<file path="src/rtl/slpg_pkg.sv">
// ----------------------------------------------------------------------------
// slpg_pkg - shared types and constants
// Action codes, command kinds, field widths and palette group bases for the
// scanline palette pixel generator.
// ----------------------------------------------------------------------------
package slpg_pkg;

    localparam int TABLE_ENTRIES_DEF = 16;
    localparam int QUEUE_DEPTH       = 2;

    localparam int ACTION_W  = 3;
    localparam int PAYLOAD_W = 32;
    localparam int COLOR_W   = 12;
    localparam int MODE_W    = 8;
    localparam int LINE_W    = 5;
    localparam int BYTE_W    = 8;

    // Input action codes
    localparam logic [ACTION_W-1:0] ACT_PIXELS  = 3'd0;
    localparam logic [ACTION_W-1:0] ACT_MODE    = 3'd1;
    localparam logic [ACTION_W-1:0] ACT_PALETTE = 3'd2;
    localparam logic [ACTION_W-1:0] ACT_LINE    = 3'd3;
    localparam logic [ACTION_W-1:0] ACT_FRAME   = 3'd4;

    // Queued command kinds
    localparam logic [1:0] KIND_PIXELS  = 2'd0;
    localparam logic [1:0] KIND_MODE    = 2'd1;
    localparam logic [1:0] KIND_PALETTE = 2'd2;
    localparam logic [1:0] KIND_LINE    = 2'd3;
    // A frame start travels as a line command with this payload bit set
    localparam int FRAME_FLAG_BIT = 31;

    // Mode byte bits
    localparam int MODE_640_BIT  = 7;
    localparam int MODE_FILL_BIT = 5;

    // Palette group bases for 640 dots, in dot order
    localparam int GROUP_A = 8;
    localparam int GROUP_B = 12;
    localparam int GROUP_C = 0;
    localparam int GROUP_D = 4;

    // Entry loaded as fill colour on line zero
    localparam int LINE_ZERO_ENTRY = 2;

    // Second palette colour sits in the upper half of the payload
    localparam int COLOR_HI_LSB = 16;

    typedef struct packed {
        logic [1:0]           kind;
        logic [PAYLOAD_W-1:0] payload;
    } cmd_t;

endpackage

</file>
<file path="src/rtl/slpg_in_if.sv">
// ----------------------------------------------------------------------------
// slpg_in_if - input action channel
// Valid/ready channel carrying one action and its 32-bit payload per beat.
// ----------------------------------------------------------------------------
interface slpg_in_if;
    import slpg_pkg::*;

    logic                 valid;
    logic                 ready;
    logic [ACTION_W-1:0]  action;
    logic [PAYLOAD_W-1:0] payload;

    modport source (output valid, output action, output payload, input ready);
    modport sink   (input valid, input action, input payload, output ready);

endinterface

</file>
<file path="src/rtl/slpg_out_if.sv">
// ----------------------------------------------------------------------------
// slpg_out_if - dot output channel
// Valid/ready channel carrying four dot colours and an end-of-word flag.
// ----------------------------------------------------------------------------
interface slpg_out_if;
    import slpg_pkg::*;

    logic               valid;
    logic               ready;
    logic [COLOR_W-1:0] dot_a;
    logic [COLOR_W-1:0] dot_b;
    logic [COLOR_W-1:0] dot_c;
    logic [COLOR_W-1:0] dot_d;
    logic               last_of_word;

    modport source (output valid, output dot_a, output dot_b, output dot_c,
                    output dot_d, output last_of_word, input ready);
    modport sink   (input valid, input dot_a, input dot_b, input dot_c,
                    input dot_d, input last_of_word, output ready);

endinterface

</file>
<file path="src/rtl/slpg_front.sv">
// ----------------------------------------------------------------------------
// slpg_front - action decode and command queue
// Accepts input beats, classifies the action into a command kind, drops
// unused codes and holds commands in a short queue for the back end.
// ----------------------------------------------------------------------------
module slpg_front
    import slpg_pkg::*;
(
    input  logic       clk,
    input  logic       rst_n,
    slpg_in_if.sink    cmd,
    output cmd_t       head,
    output logic       head_valid,
    input  logic       head_pop
);

    localparam int PTR_W = (QUEUE_DEPTH > 1) ? $clog2(QUEUE_DEPTH) : 1;
    localparam int CNT_W = $clog2(QUEUE_DEPTH + 1);

    cmd_t             queue_mem [QUEUE_DEPTH];
    logic [PTR_W-1:0] wr_ptr_reg, wr_ptr_next;
    logic [PTR_W-1:0] rd_ptr_reg, rd_ptr_next;
    logic [CNT_W-1:0] count_reg, count_next;

    cmd_t             decoded;
    logic             known;
    logic             push;
    logic             pop;

    always_comb
    begin
        decoded.payload = cmd.payload;
        decoded.kind    = KIND_PIXELS;
        known           = 1'b1;
        case (cmd.action)
            ACT_PIXELS:  decoded.kind = KIND_PIXELS;
            ACT_MODE:    decoded.kind = KIND_MODE;
            ACT_PALETTE: decoded.kind = KIND_PALETTE;
            ACT_LINE:
            begin
                decoded.kind                    = KIND_LINE;
                decoded.payload[FRAME_FLAG_BIT] = 1'b0;
            end
            ACT_FRAME:
            begin
                decoded.kind                    = KIND_LINE;
                decoded.payload[FRAME_FLAG_BIT] = 1'b1;
            end
            default:     known = 1'b0;
        endcase
    end

    assign cmd.ready  = (count_reg != CNT_W'(QUEUE_DEPTH));
    assign push       = cmd.valid && cmd.ready && known;
    assign head_valid = (count_reg != '0);
    assign pop        = head_pop && head_valid;
    assign head       = queue_mem[rd_ptr_reg];

    function automatic logic [PTR_W-1:0] ptr_inc(input logic [PTR_W-1:0] p);
        ptr_inc = (p == PTR_W'(QUEUE_DEPTH - 1)) ? '0 : p + PTR_W'(1);
    endfunction

    always_comb
    begin
        wr_ptr_next = push ? ptr_inc(wr_ptr_reg) : wr_ptr_reg;
        rd_ptr_next = pop ? ptr_inc(rd_ptr_reg) : rd_ptr_reg;
        count_next  = count_reg;
        if (push && !pop)
        begin
            count_next = count_reg + CNT_W'(1);
        end
        else if (pop && !push)
        begin
            count_next = count_reg - CNT_W'(1);
        end
    end

    always_ff @(posedge clk or negedge rst_n)
    begin
        if (!rst_n)
        begin
            wr_ptr_reg <= '0;
            rd_ptr_reg <= '0;
            count_reg  <= '0;
        end
        else
        begin
            wr_ptr_reg <= wr_ptr_next;
            rd_ptr_reg <= rd_ptr_next;
            count_reg  <= count_next;
        end
    end

    always_ff @(posedge clk)
    begin
        if (push)
        begin
            queue_mem[wr_ptr_reg] <= decoded;
        end
    end

endmodule

</file>
<file path="src/rtl/slpg_back.sv">
// ----------------------------------------------------------------------------
// slpg_back - palette state and dot generation
// Executes queued commands: mode, palette and line updates, and pixel
// words one byte a cycle into a registered output stage while it is free.
// ----------------------------------------------------------------------------
module slpg_back
    import slpg_pkg::*;
#(
    parameter int TABLE_ENTRIES = TABLE_ENTRIES_DEF
)
(
    input  logic       clk,
    input  logic       rst_n,
    input  cmd_t       head,
    input  logic       head_valid,
    output logic       head_pop,
    slpg_out_if.source dots
);

    localparam int IDX_W = $clog2(TABLE_ENTRIES);

    logic [COLOR_W-1:0] palette_reg [TABLE_ENTRIES];
    logic [MODE_W-1:0]  mode_reg, mode_next;
    logic [IDX_W-1:0]   tptr_reg, tptr_next;
    logic [COLOR_W-1:0] held_reg, held_next;
    logic [LINE_W-1:0]  line_reg, line_next;
    logic               seen_reg, seen_next;
    logic [1:0]         byte_reg, byte_next;

    logic               out_valid_reg, out_valid_next;
    logic [COLOR_W-1:0] dot_a_reg, dot_b_reg, dot_c_reg, dot_d_reg;
    logic               last_reg;

    logic               out_free;
    logic               pix_fire;
    logic               pal_we;
    logic [BYTE_W-1:0]  pix;
    logic [3:0]         hi_nib, lo_nib;
    logic               fill;
    logic [COLOR_W-1:0] hi_color, lo_color;
    logic [COLOR_W-1:0] dot_a_new, dot_b_new, dot_c_new, dot_d_new;
    logic [LINE_W-1:0]  line_adv;

    assign out_free = !out_valid_reg || dots.ready;
    assign pix_fire = head_valid && (head.kind == KIND_PIXELS) && out_free;
    assign pal_we   = head_valid && (head.kind == KIND_PALETTE);

    // Select the current byte of the pixel word
    assign pix    = BYTE_W'(head.payload >> {byte_reg, 3'b000});
    assign hi_nib = pix[7:4];
    assign lo_nib = pix[3:0];
    assign fill   = mode_reg[MODE_FILL_BIT];

    // Fill mode: a zero nibble repeats the colour held so far
    assign hi_color = (fill && hi_nib == 4'd0) ? held_reg : palette_reg[IDX_W'(hi_nib)];
    assign lo_color = (fill && lo_nib == 4'd0) ? hi_color : palette_reg[IDX_W'(lo_nib)];

    assign line_adv = seen_reg ? line_reg + LINE_W'(1) : line_reg;

    always_comb
    begin
        if (mode_reg[MODE_640_BIT])
        begin
            dot_a_new = palette_reg[IDX_W'(GROUP_A) + IDX_W'(pix[7:6])];
            dot_b_new = palette_reg[IDX_W'(GROUP_B) + IDX_W'(pix[5:4])];
            dot_c_new = palette_reg[IDX_W'(GROUP_C) + IDX_W'(pix[3:2])];
            dot_d_new = palette_reg[IDX_W'(GROUP_D) + IDX_W'(pix[1:0])];
        end
        else
        begin
            dot_a_new = hi_color;
            dot_b_new = hi_color;
            dot_c_new = lo_color;
            dot_d_new = lo_color;
        end
    end

    always_comb
    begin
        mode_next = mode_reg;
        tptr_next = tptr_reg;
        held_next = held_reg;
        line_next = line_reg;
        seen_next = seen_reg;
        byte_next = byte_reg;
        head_pop  = 1'b0;

        if (head_valid)
        begin
            case (head.kind)
                KIND_PIXELS:
                begin
                    if (out_free)
                    begin
                        seen_next = 1'b1;
                        byte_next = byte_reg + 2'd1;
                        head_pop  = (byte_reg == 2'd3);
                        if (!mode_reg[MODE_640_BIT])
                        begin
                            held_next = lo_color;
                        end
                    end
                end
                KIND_MODE:
                begin
                    mode_next = head.payload[MODE_W-1:0];
                    tptr_next = '0;
                    head_pop  = 1'b1;
                end
                KIND_PALETTE:
                begin
                    tptr_next = tptr_reg + IDX_W'(2);
                    head_pop  = 1'b1;
                end
                KIND_LINE:
                begin
                    head_pop = 1'b1;
                    if (head.payload[FRAME_FLAG_BIT])
                    begin
                        line_next = '0;
                        seen_next = 1'b0;
                    end
                    else
                    begin
                        line_next = line_adv;
                        held_next = (line_adv == '0)
                                  ? palette_reg[IDX_W'(LINE_ZERO_ENTRY)]
                                  : palette_reg[line_adv[IDX_W-1:0]];
                    end
                end
                default:
                begin
                    head_pop = 1'b1;
                end
            endcase
        end
    end

    always_comb
    begin
        out_valid_next = out_valid_reg;
        if (pix_fire)
        begin
            out_valid_next = 1'b1;
        end
        else if (dots.ready)
        begin
            out_valid_next = 1'b0;
        end
    end

    always_ff @(posedge clk or negedge rst_n)
    begin
        if (!rst_n)
        begin
            mode_reg      <= '0;
            tptr_reg      <= '0;
            held_reg      <= '0;
            line_reg      <= '0;
            seen_reg      <= 1'b0;
            byte_reg      <= '0;
            out_valid_reg <= 1'b0;
        end
        else
        begin
            mode_reg      <= mode_next;
            tptr_reg      <= tptr_next;
            held_reg      <= held_next;
            line_reg      <= line_next;
            seen_reg      <= seen_next;
            byte_reg      <= byte_next;
            out_valid_reg <= out_valid_next;
        end
    end

    always_ff @(posedge clk or negedge rst_n)
    begin
        if (!rst_n)
        begin
            for (int i = 0; i < TABLE_ENTRIES; i++)
            begin
                palette_reg[i] <= '0;
            end
        end
        else if (pal_we)
        begin
            palette_reg[tptr_reg]            <= head.payload[COLOR_W-1:0];
            palette_reg[tptr_reg + IDX_W'(1)] <=
                head.payload[COLOR_HI_LSB +: COLOR_W];
        end
    end

    always_ff @(posedge clk)
    begin
        if (pix_fire)
        begin
            dot_a_reg <= dot_a_new;
            dot_b_reg <= dot_b_new;
            dot_c_reg <= dot_c_new;
            dot_d_reg <= dot_d_new;
            last_reg  <= (byte_reg == 2'd3);
        end
    end

    assign dots.valid        = out_valid_reg;
    assign dots.dot_a        = dot_a_reg;
    assign dots.dot_b        = dot_b_reg;
    assign dots.dot_c        = dot_c_reg;
    assign dots.dot_d        = dot_d_reg;
    assign dots.last_of_word = last_reg;

endmodule

</file>
<file path="src/rtl/scanline_palette_pixel_generator_core.sv">
// ----------------------------------------------------------------------------
// scanline_palette_pixel_generator_core - super-hires scanline dot generator
// 320/640 palette video: action decode and queue feeding a palette and dot
// back end with a registered output stage.
//
//   channel   dir   beat contents
//   cmd       in    action (3), payload (32)
//   dots      out   dot_a..dot_d (12 each), last_of_word
//
// A pixel word gives four output beats, one per cycle while dots is not
// stalled, as the back end emits one byte's dots a cycle; the next word
// is taken only after the fourth. Mode, palette, line and frame actions
// are each applied as they reach the back end. Dot results are registered;
// a two-entry queue lets cmd accept while dots is stalled until it fills.
// Reset clears the palette, mode, pointers, counts and the queue.
// ----------------------------------------------------------------------------
module scanline_palette_pixel_generator_core
    import slpg_pkg::*;
#(
    parameter int TABLE_ENTRIES = TABLE_ENTRIES_DEF
)
(
    input  logic       clk,
    input  logic       rst_n,
    slpg_in_if.sink    cmd,
    slpg_out_if.source dots
);

    cmd_t head;
    logic head_valid;
    logic head_pop;

    slpg_front u_front (
        .clk        (clk),
        .rst_n      (rst_n),
        .cmd        (cmd),
        .head       (head),
        .head_valid (head_valid),
        .head_pop   (head_pop)
    );

    slpg_back #(
        .TABLE_ENTRIES (TABLE_ENTRIES)
    ) u_back (
        .clk        (clk),
        .rst_n      (rst_n),
        .head       (head),
        .head_valid (head_valid),
        .head_pop   (head_pop),
        .dots       (dots)
    );

endmodule
</file>
<file path="src/flat_wrapper.sv">
// flat-port wrapper written by rule: the top's interface ports become plain ports
module scanline_palette_pixel_generator_core_flat import slpg_pkg::*;
#(
    parameter int TABLE_ENTRIES = TABLE_ENTRIES_DEF
)
  (clk, rst_n, cmd_valid, cmd_action, cmd_payload, cmd_ready, dots_valid, dots_dot_a, dots_dot_b, dots_dot_c, dots_dot_d, dots_last_of_word, dots_ready);
  slpg_in_if cmd_i ();
  slpg_out_if dots_i ();
  input  logic clk;
  input  logic rst_n;
  input wire logic [$bits(cmd_i.valid)-1:0] cmd_valid;
  input wire logic [$bits(cmd_i.action)-1:0] cmd_action;
  input wire logic [$bits(cmd_i.payload)-1:0] cmd_payload;
  output wire logic [$bits(cmd_i.ready)-1:0] cmd_ready;
  output wire logic [$bits(dots_i.valid)-1:0] dots_valid;
  output wire logic [$bits(dots_i.dot_a)-1:0] dots_dot_a;
  output wire logic [$bits(dots_i.dot_b)-1:0] dots_dot_b;
  output wire logic [$bits(dots_i.dot_c)-1:0] dots_dot_c;
  output wire logic [$bits(dots_i.dot_d)-1:0] dots_dot_d;
  output wire logic [$bits(dots_i.last_of_word)-1:0] dots_last_of_word;
  input wire logic [$bits(dots_i.ready)-1:0] dots_ready;
  assign cmd_i.valid = cmd_valid;
  assign cmd_i.action = cmd_action;
  assign cmd_i.payload = cmd_payload;
  assign cmd_ready = cmd_i.ready;
  assign dots_valid = dots_i.valid;
  assign dots_dot_a = dots_i.dot_a;
  assign dots_dot_b = dots_i.dot_b;
  assign dots_dot_c = dots_i.dot_c;
  assign dots_dot_d = dots_i.dot_d;
  assign dots_last_of_word = dots_i.last_of_word;
  assign dots_i.ready = dots_ready;
  scanline_palette_pixel_generator_core #(.TABLE_ENTRIES(TABLE_ENTRIES)) u_core (.clk(clk), .rst_n(rst_n), .cmd(cmd_i), .dots(dots_i));
endmodule
</file>
<file path="config.mk">
export PLATFORM = sky130hd
export DESIGN_NAME = scanline_palette_pixel_generator_core_flat
export DESIGN_NICKNAME = d
export VERILOG_FILES = /design/src/rtl/slpg_pkg.sv /design/src/rtl/slpg_in_if.sv /design/src/rtl/slpg_out_if.sv /design/src/rtl/slpg_front.sv /design/src/rtl/slpg_back.sv /design/src/rtl/scanline_palette_pixel_generator_core.sv /design/src/flat_wrapper.sv
export SDC_FILE = /design/constraint.sdc
export NUM_CORES = 1
export LEC_CHECK = 0
export BUFFER_PORTS_ARGS = -buffer_cell sky130_fd_sc_hd__buf_4
export CAP_MARGIN = 20
export CORE_ASPECT_RATIO = 0.5
export CORE_UTILIZATION = 30
export CTS_BUF_LIST = sky130_fd_sc_hd__clkbuf_16
export DETAILED_ROUTE_END_ITERATION = 6
export GPL_ROUTABILITY_DRIVEN = 0
export HOLD_SLACK_MARGIN = 0.1
export MAX_ROUTING_LAYER = met4
export REMOVE_ABC_BUFFERS = 1
export SETUP_SLACK_MARGIN = 0.1
export SYNTH_ARGS = -nofsm -noshare
export SYNTH_HDL_FRONTEND = slang
export SYNTH_HIERARCHICAL = 1
export SYNTH_SLANG_ARGS = --single-unit
export TNS_END_PERCENT = 20
</file>
<file path="constraint.sdc">
create_clock -name clk -period 5.8 [get_ports clk]
set_input_delay 0.87 -clock clk [delete_from_list [all_inputs] [get_ports clk]]
set_output_delay 0.87 -clock clk [all_outputs]
set_load 0.01 [all_outputs]
</file>
==> flow_metrics.py <==
metrics = {
    "grt": {
        "grt_use_met3_pct": 3.32,
        "use_met2_pct": 28.3,
        "grt_first_pass_wirelength_um": 87500,
        "overflow": 0,
        "grt_util_met1_pct": 23.5,
        "antenna_found_initial": 1,
        "grt_usage_pct": 18.1,
        "grt_pass1_vias": 13400,
        "grt_max_degree": 126,
        "top_usage_layer": "met2",
    },
    "critical_path": {
        "slowest_delay_ns": 0.97,
        "crit_type": "reg2reg",
        "critPathSlowestCell": "mux4_4",
        "reg2reg_slack_ns": 1.53,
        "cp_cell_sequence": "mux2_2 -> mux4_4 -> nor3_2 -> nand2_1 -> o21ai_0 -> o2bb2ai_1 -> mux2i_1 -> a21oi_1",
        "path_delay_family": "multiplexers",
        "worstPathMaxFanout": 37,
        "startpoint_type": "register",
        "worstPathArrival_ns": 4.51,
        "cp.required_ns": 6.04,
        "path_buf_inv": 0,
        "endpoint_kind": "register",
    },
    "yosys": {
        "synth-edff-count": 117,
        "synth_ff_type": "dfrtp_1",
        "synthSimpleGateAreaFrac_pct": 7.06,
        "ys_async_sr_fraction_pct": 65.5,
        "avgSynthCellArea_sq_um": 13.5,
        "synth_area_sq_mm": 0.0193,
        "ys_warn_count": 6,
        "synth_top_family_by_area": "multiplexers",
        "synthDistinctLibCells": 67,
        "synth-compound-area-share_pct": 5.62,
        "syn_inst": 1432,
        "synth_xor_area_share_pct": 0.544,
        "synthAdderAreaFrac_pct": 0.518,
        "synth-seq-cells": 339,
        "ys_seq_area_share_pct": 46.9,
        "muxShareOfSynthArea_pct": 35.7,
    },
    "floorplan": {
        "core-area_sq_mm": 0.0634,
        "row_count": 65,
        "initial_core_util_pct": 30.5,
        "ios": 90,
        "fp.dieW_um": 361,
        "die-area_sq_mm": 0.0655,
        "fp.dieH_um": 181,
    },
    "sta": {
        "clock.fmax_ghz": 0.234,
        "setup_slack_ns": 1.53,
        "clock-skew-final_ns": 0.0175,
        "rsz0062_at_grt": "no",
        "worst_pin_slew_ns": 1.04,
        "finalCriticalPeriod_ns": 4.27,
        "timing.final.crit_share_pct": 73.6,
        "slew_violations": 0,
        "slew_headroom_pct": 30.6,
        "finalSetupViolCount": 0,
        "report.final.hold_viol_count": 0,
        "finalSetupTns_ns": 0,
    },
    "clocking": {
        "cts_root_buffer": "clkbuf_16",
        "cts_setup_buffers": 0,
        "clock-sinks": 339,
        "clock_latency_ns": 0.54,
        "clk_pin_slew_ns": 0.06,
        "cts_resized": 0,
        "cts_max_level": 2,
        "numCtsBuffers": 38,
        "cts_buffer_depth": 3,
        "cts_tree": "built",
        "ctsHoldBuffers": 0,
    },
    "detailed_routing": {
        "wl_per_cell_um": 24.6,
        "dr.pass1.iters": 5,
        "first_iter_violations": 1324,
        "routed-via-count": 13300,
        "vias_per_cell": 5.61,
        "routed_wl_um": 58200,
        "drc": 0,
        "antenna_left": 0,
    },
    "flow_run": {
        "maxCapViolCount": 0,
    },
    "power_and_ir_drop": {
        "power.density_mw_per_mm2": 631,
        "leakagePower_uw": 0.00919,
        "ir_drop_v": 0.000394,
        "power_uw": 13900,
    },
    "layout": {
        "fillers": 6133,
        "post-route-util_pct": 34.9,
        "final_nets": 1547,
        "drive_gt1_share_pct": 39.4,
        "largest_reg_flops": 192,
        "fin_area_sq_mm": 0.0221,
        "area_growth_pct": 14.4,
    },
    "place": {
        "placed_cell_area_sq_mm": 0.0209,
        "dp_hpwl_um": 36200,
        "portBuffers": 89,
        "place_ws_ns": 1.57,
    },
    "min_path": {
        "hp-class": "in2async",
    },
    "status": {
        "status": "finished, final reports clean",
    },
}
synthesized netlist by cell type (all sizes together) (4+ instances only):
master / number / area (sq um)
nand4: 7 / 43.8
mux2: 237 / 2780
nand3: 37 / 190
dfrtp: 222 / 5560
mux2i: 106 / 1060
nor2: 36 / 140
o21ai: 43 / 215
o211ai: 12 / 90.1
a32oi: 27 / 236
nand2b: 7 / 43.8
or2: 12 / 75.1
nor3: 5 / 35.0
a22oi: 11 / 87.6
mux4: 136 / 3060
ha: 8 / 100
o311ai: 4 / 35.0
clkbuf: 51 / 191
a21boi: 4 / 30.0
o21a: 7 / 52.6
xor2: 5 / 43.8
xnor2: 7 / 61.3
buf: 56 / 435
edfxtp: 117 / 3510
nor2b: 4 / 25.0
nand2: 192 / 721
a21oi: 19 / 95.1
o221ai: 5 / 43.8
inv: 17 / 63.8
cells in the final DEF, fill, tap and decap left out, types with 5 or more instances in the layout:
master | Yosys | final
a21oi_1 | 19 | 18
a22oi_1 | 10 | 10
a32oi_1 | 27 | 27
buf_4 | 11 | 131
clkbuf_16 | 0 | 41
clkinv_1 | 1 | 6
clkinv_2 | 0 | 9
dfrtp_1 | 222 | 220
edfxtp_1 | 117 | 117
ha_1 | 8 | 8
inv_1 | 16 | 23
mux2_2 | 207 | 207
mux2_4 | 29 | 29
mux2i_1 | 105 | 105
mux4_2 | 136 | 134
nand2_1 | 192 | 192
nand2b_1 | 7 | 7
nand3_1 | 36 | 36
nand4_1 | 7 | 7
nor2_1 | 34 | 26
nor2_2 | 2 | 8
o211ai_1 | 12 | 12
o21a_1 | 7 | 7
o21ai_0 | 35 | 35
o21ai_1 | 8 | 8
o221ai_1 | 5 | 5
or2_2 | 11 | 11
area by class of cell:
| type | instances | area, sq um | area share (%) |
|---|---|---|---|
| diodes | 1 | 2.50 | 0.0113 |
| clock buffers | 41 | 1030 | 4.64 |
| clock inverters | 28 | 159 | 0.719 |
| inverters | 18 | 67.6 | 0.306 |
| multi-input cells | 968 | 9670 | 43.8 |
| flip-flops and latches | 339 | 9070 | 41.0 |
| well taps | 837 | 1050 | 4.74 |
| repair buffers | 135 | 1060 | 4.79 |
through the flow:
stage / instances / hold slack (ns)
floorplan: 1325 / 0.456
finish: 2367 / 0.438
detailed placement: 2297 / 0.492
CTS: 2366 / 0.486
global route: 2366 / 0.494
global placement: 2297 / 0.480
worst paths after layout:
kind,cells after the start,to,startpoint
min reg2reg,1,u_core/u_front/count_reg[1],u_core/u_front/count_reg[1]
min in group clk,1,u_core/u_front/count_reg[1],u_core/u_front/count_reg[1]
max in group asynchronous,2,u_core/u_front/rd_ptr_reg,rst_n
min,1,u_core/u_back/palette_reg[85],rst_n
max,8,u_core/u_back/dots.dot_c[0],u_core/u_front/rd_ptr_reg
max reg2reg,8,u_core/u_back/dots.dot_c[0],u_core/u_front/rd_ptr_reg
cell families after synthesis:
family / count (synthesis)
flops: 339
fa+ha+maj: 8
xor+xnor: 12
simple gates: 313
mux: 479
buf+inv: 125
compound gates: 156
per-layer routing:
layer	up-vias	wire [um]	share of wire, %
li1	5630	-	-
met1	6976	24600	42
met2	559	27400	47
met3	125	4190	7.2
met4	0	2000	3.4
met5	-	0	0
power breakdown:
part           internal, uW  switching (uW)
Combinational          3300            4310
Clock                  1320             995
Sequential             3300             711
(Power assumes the default switching activity.)
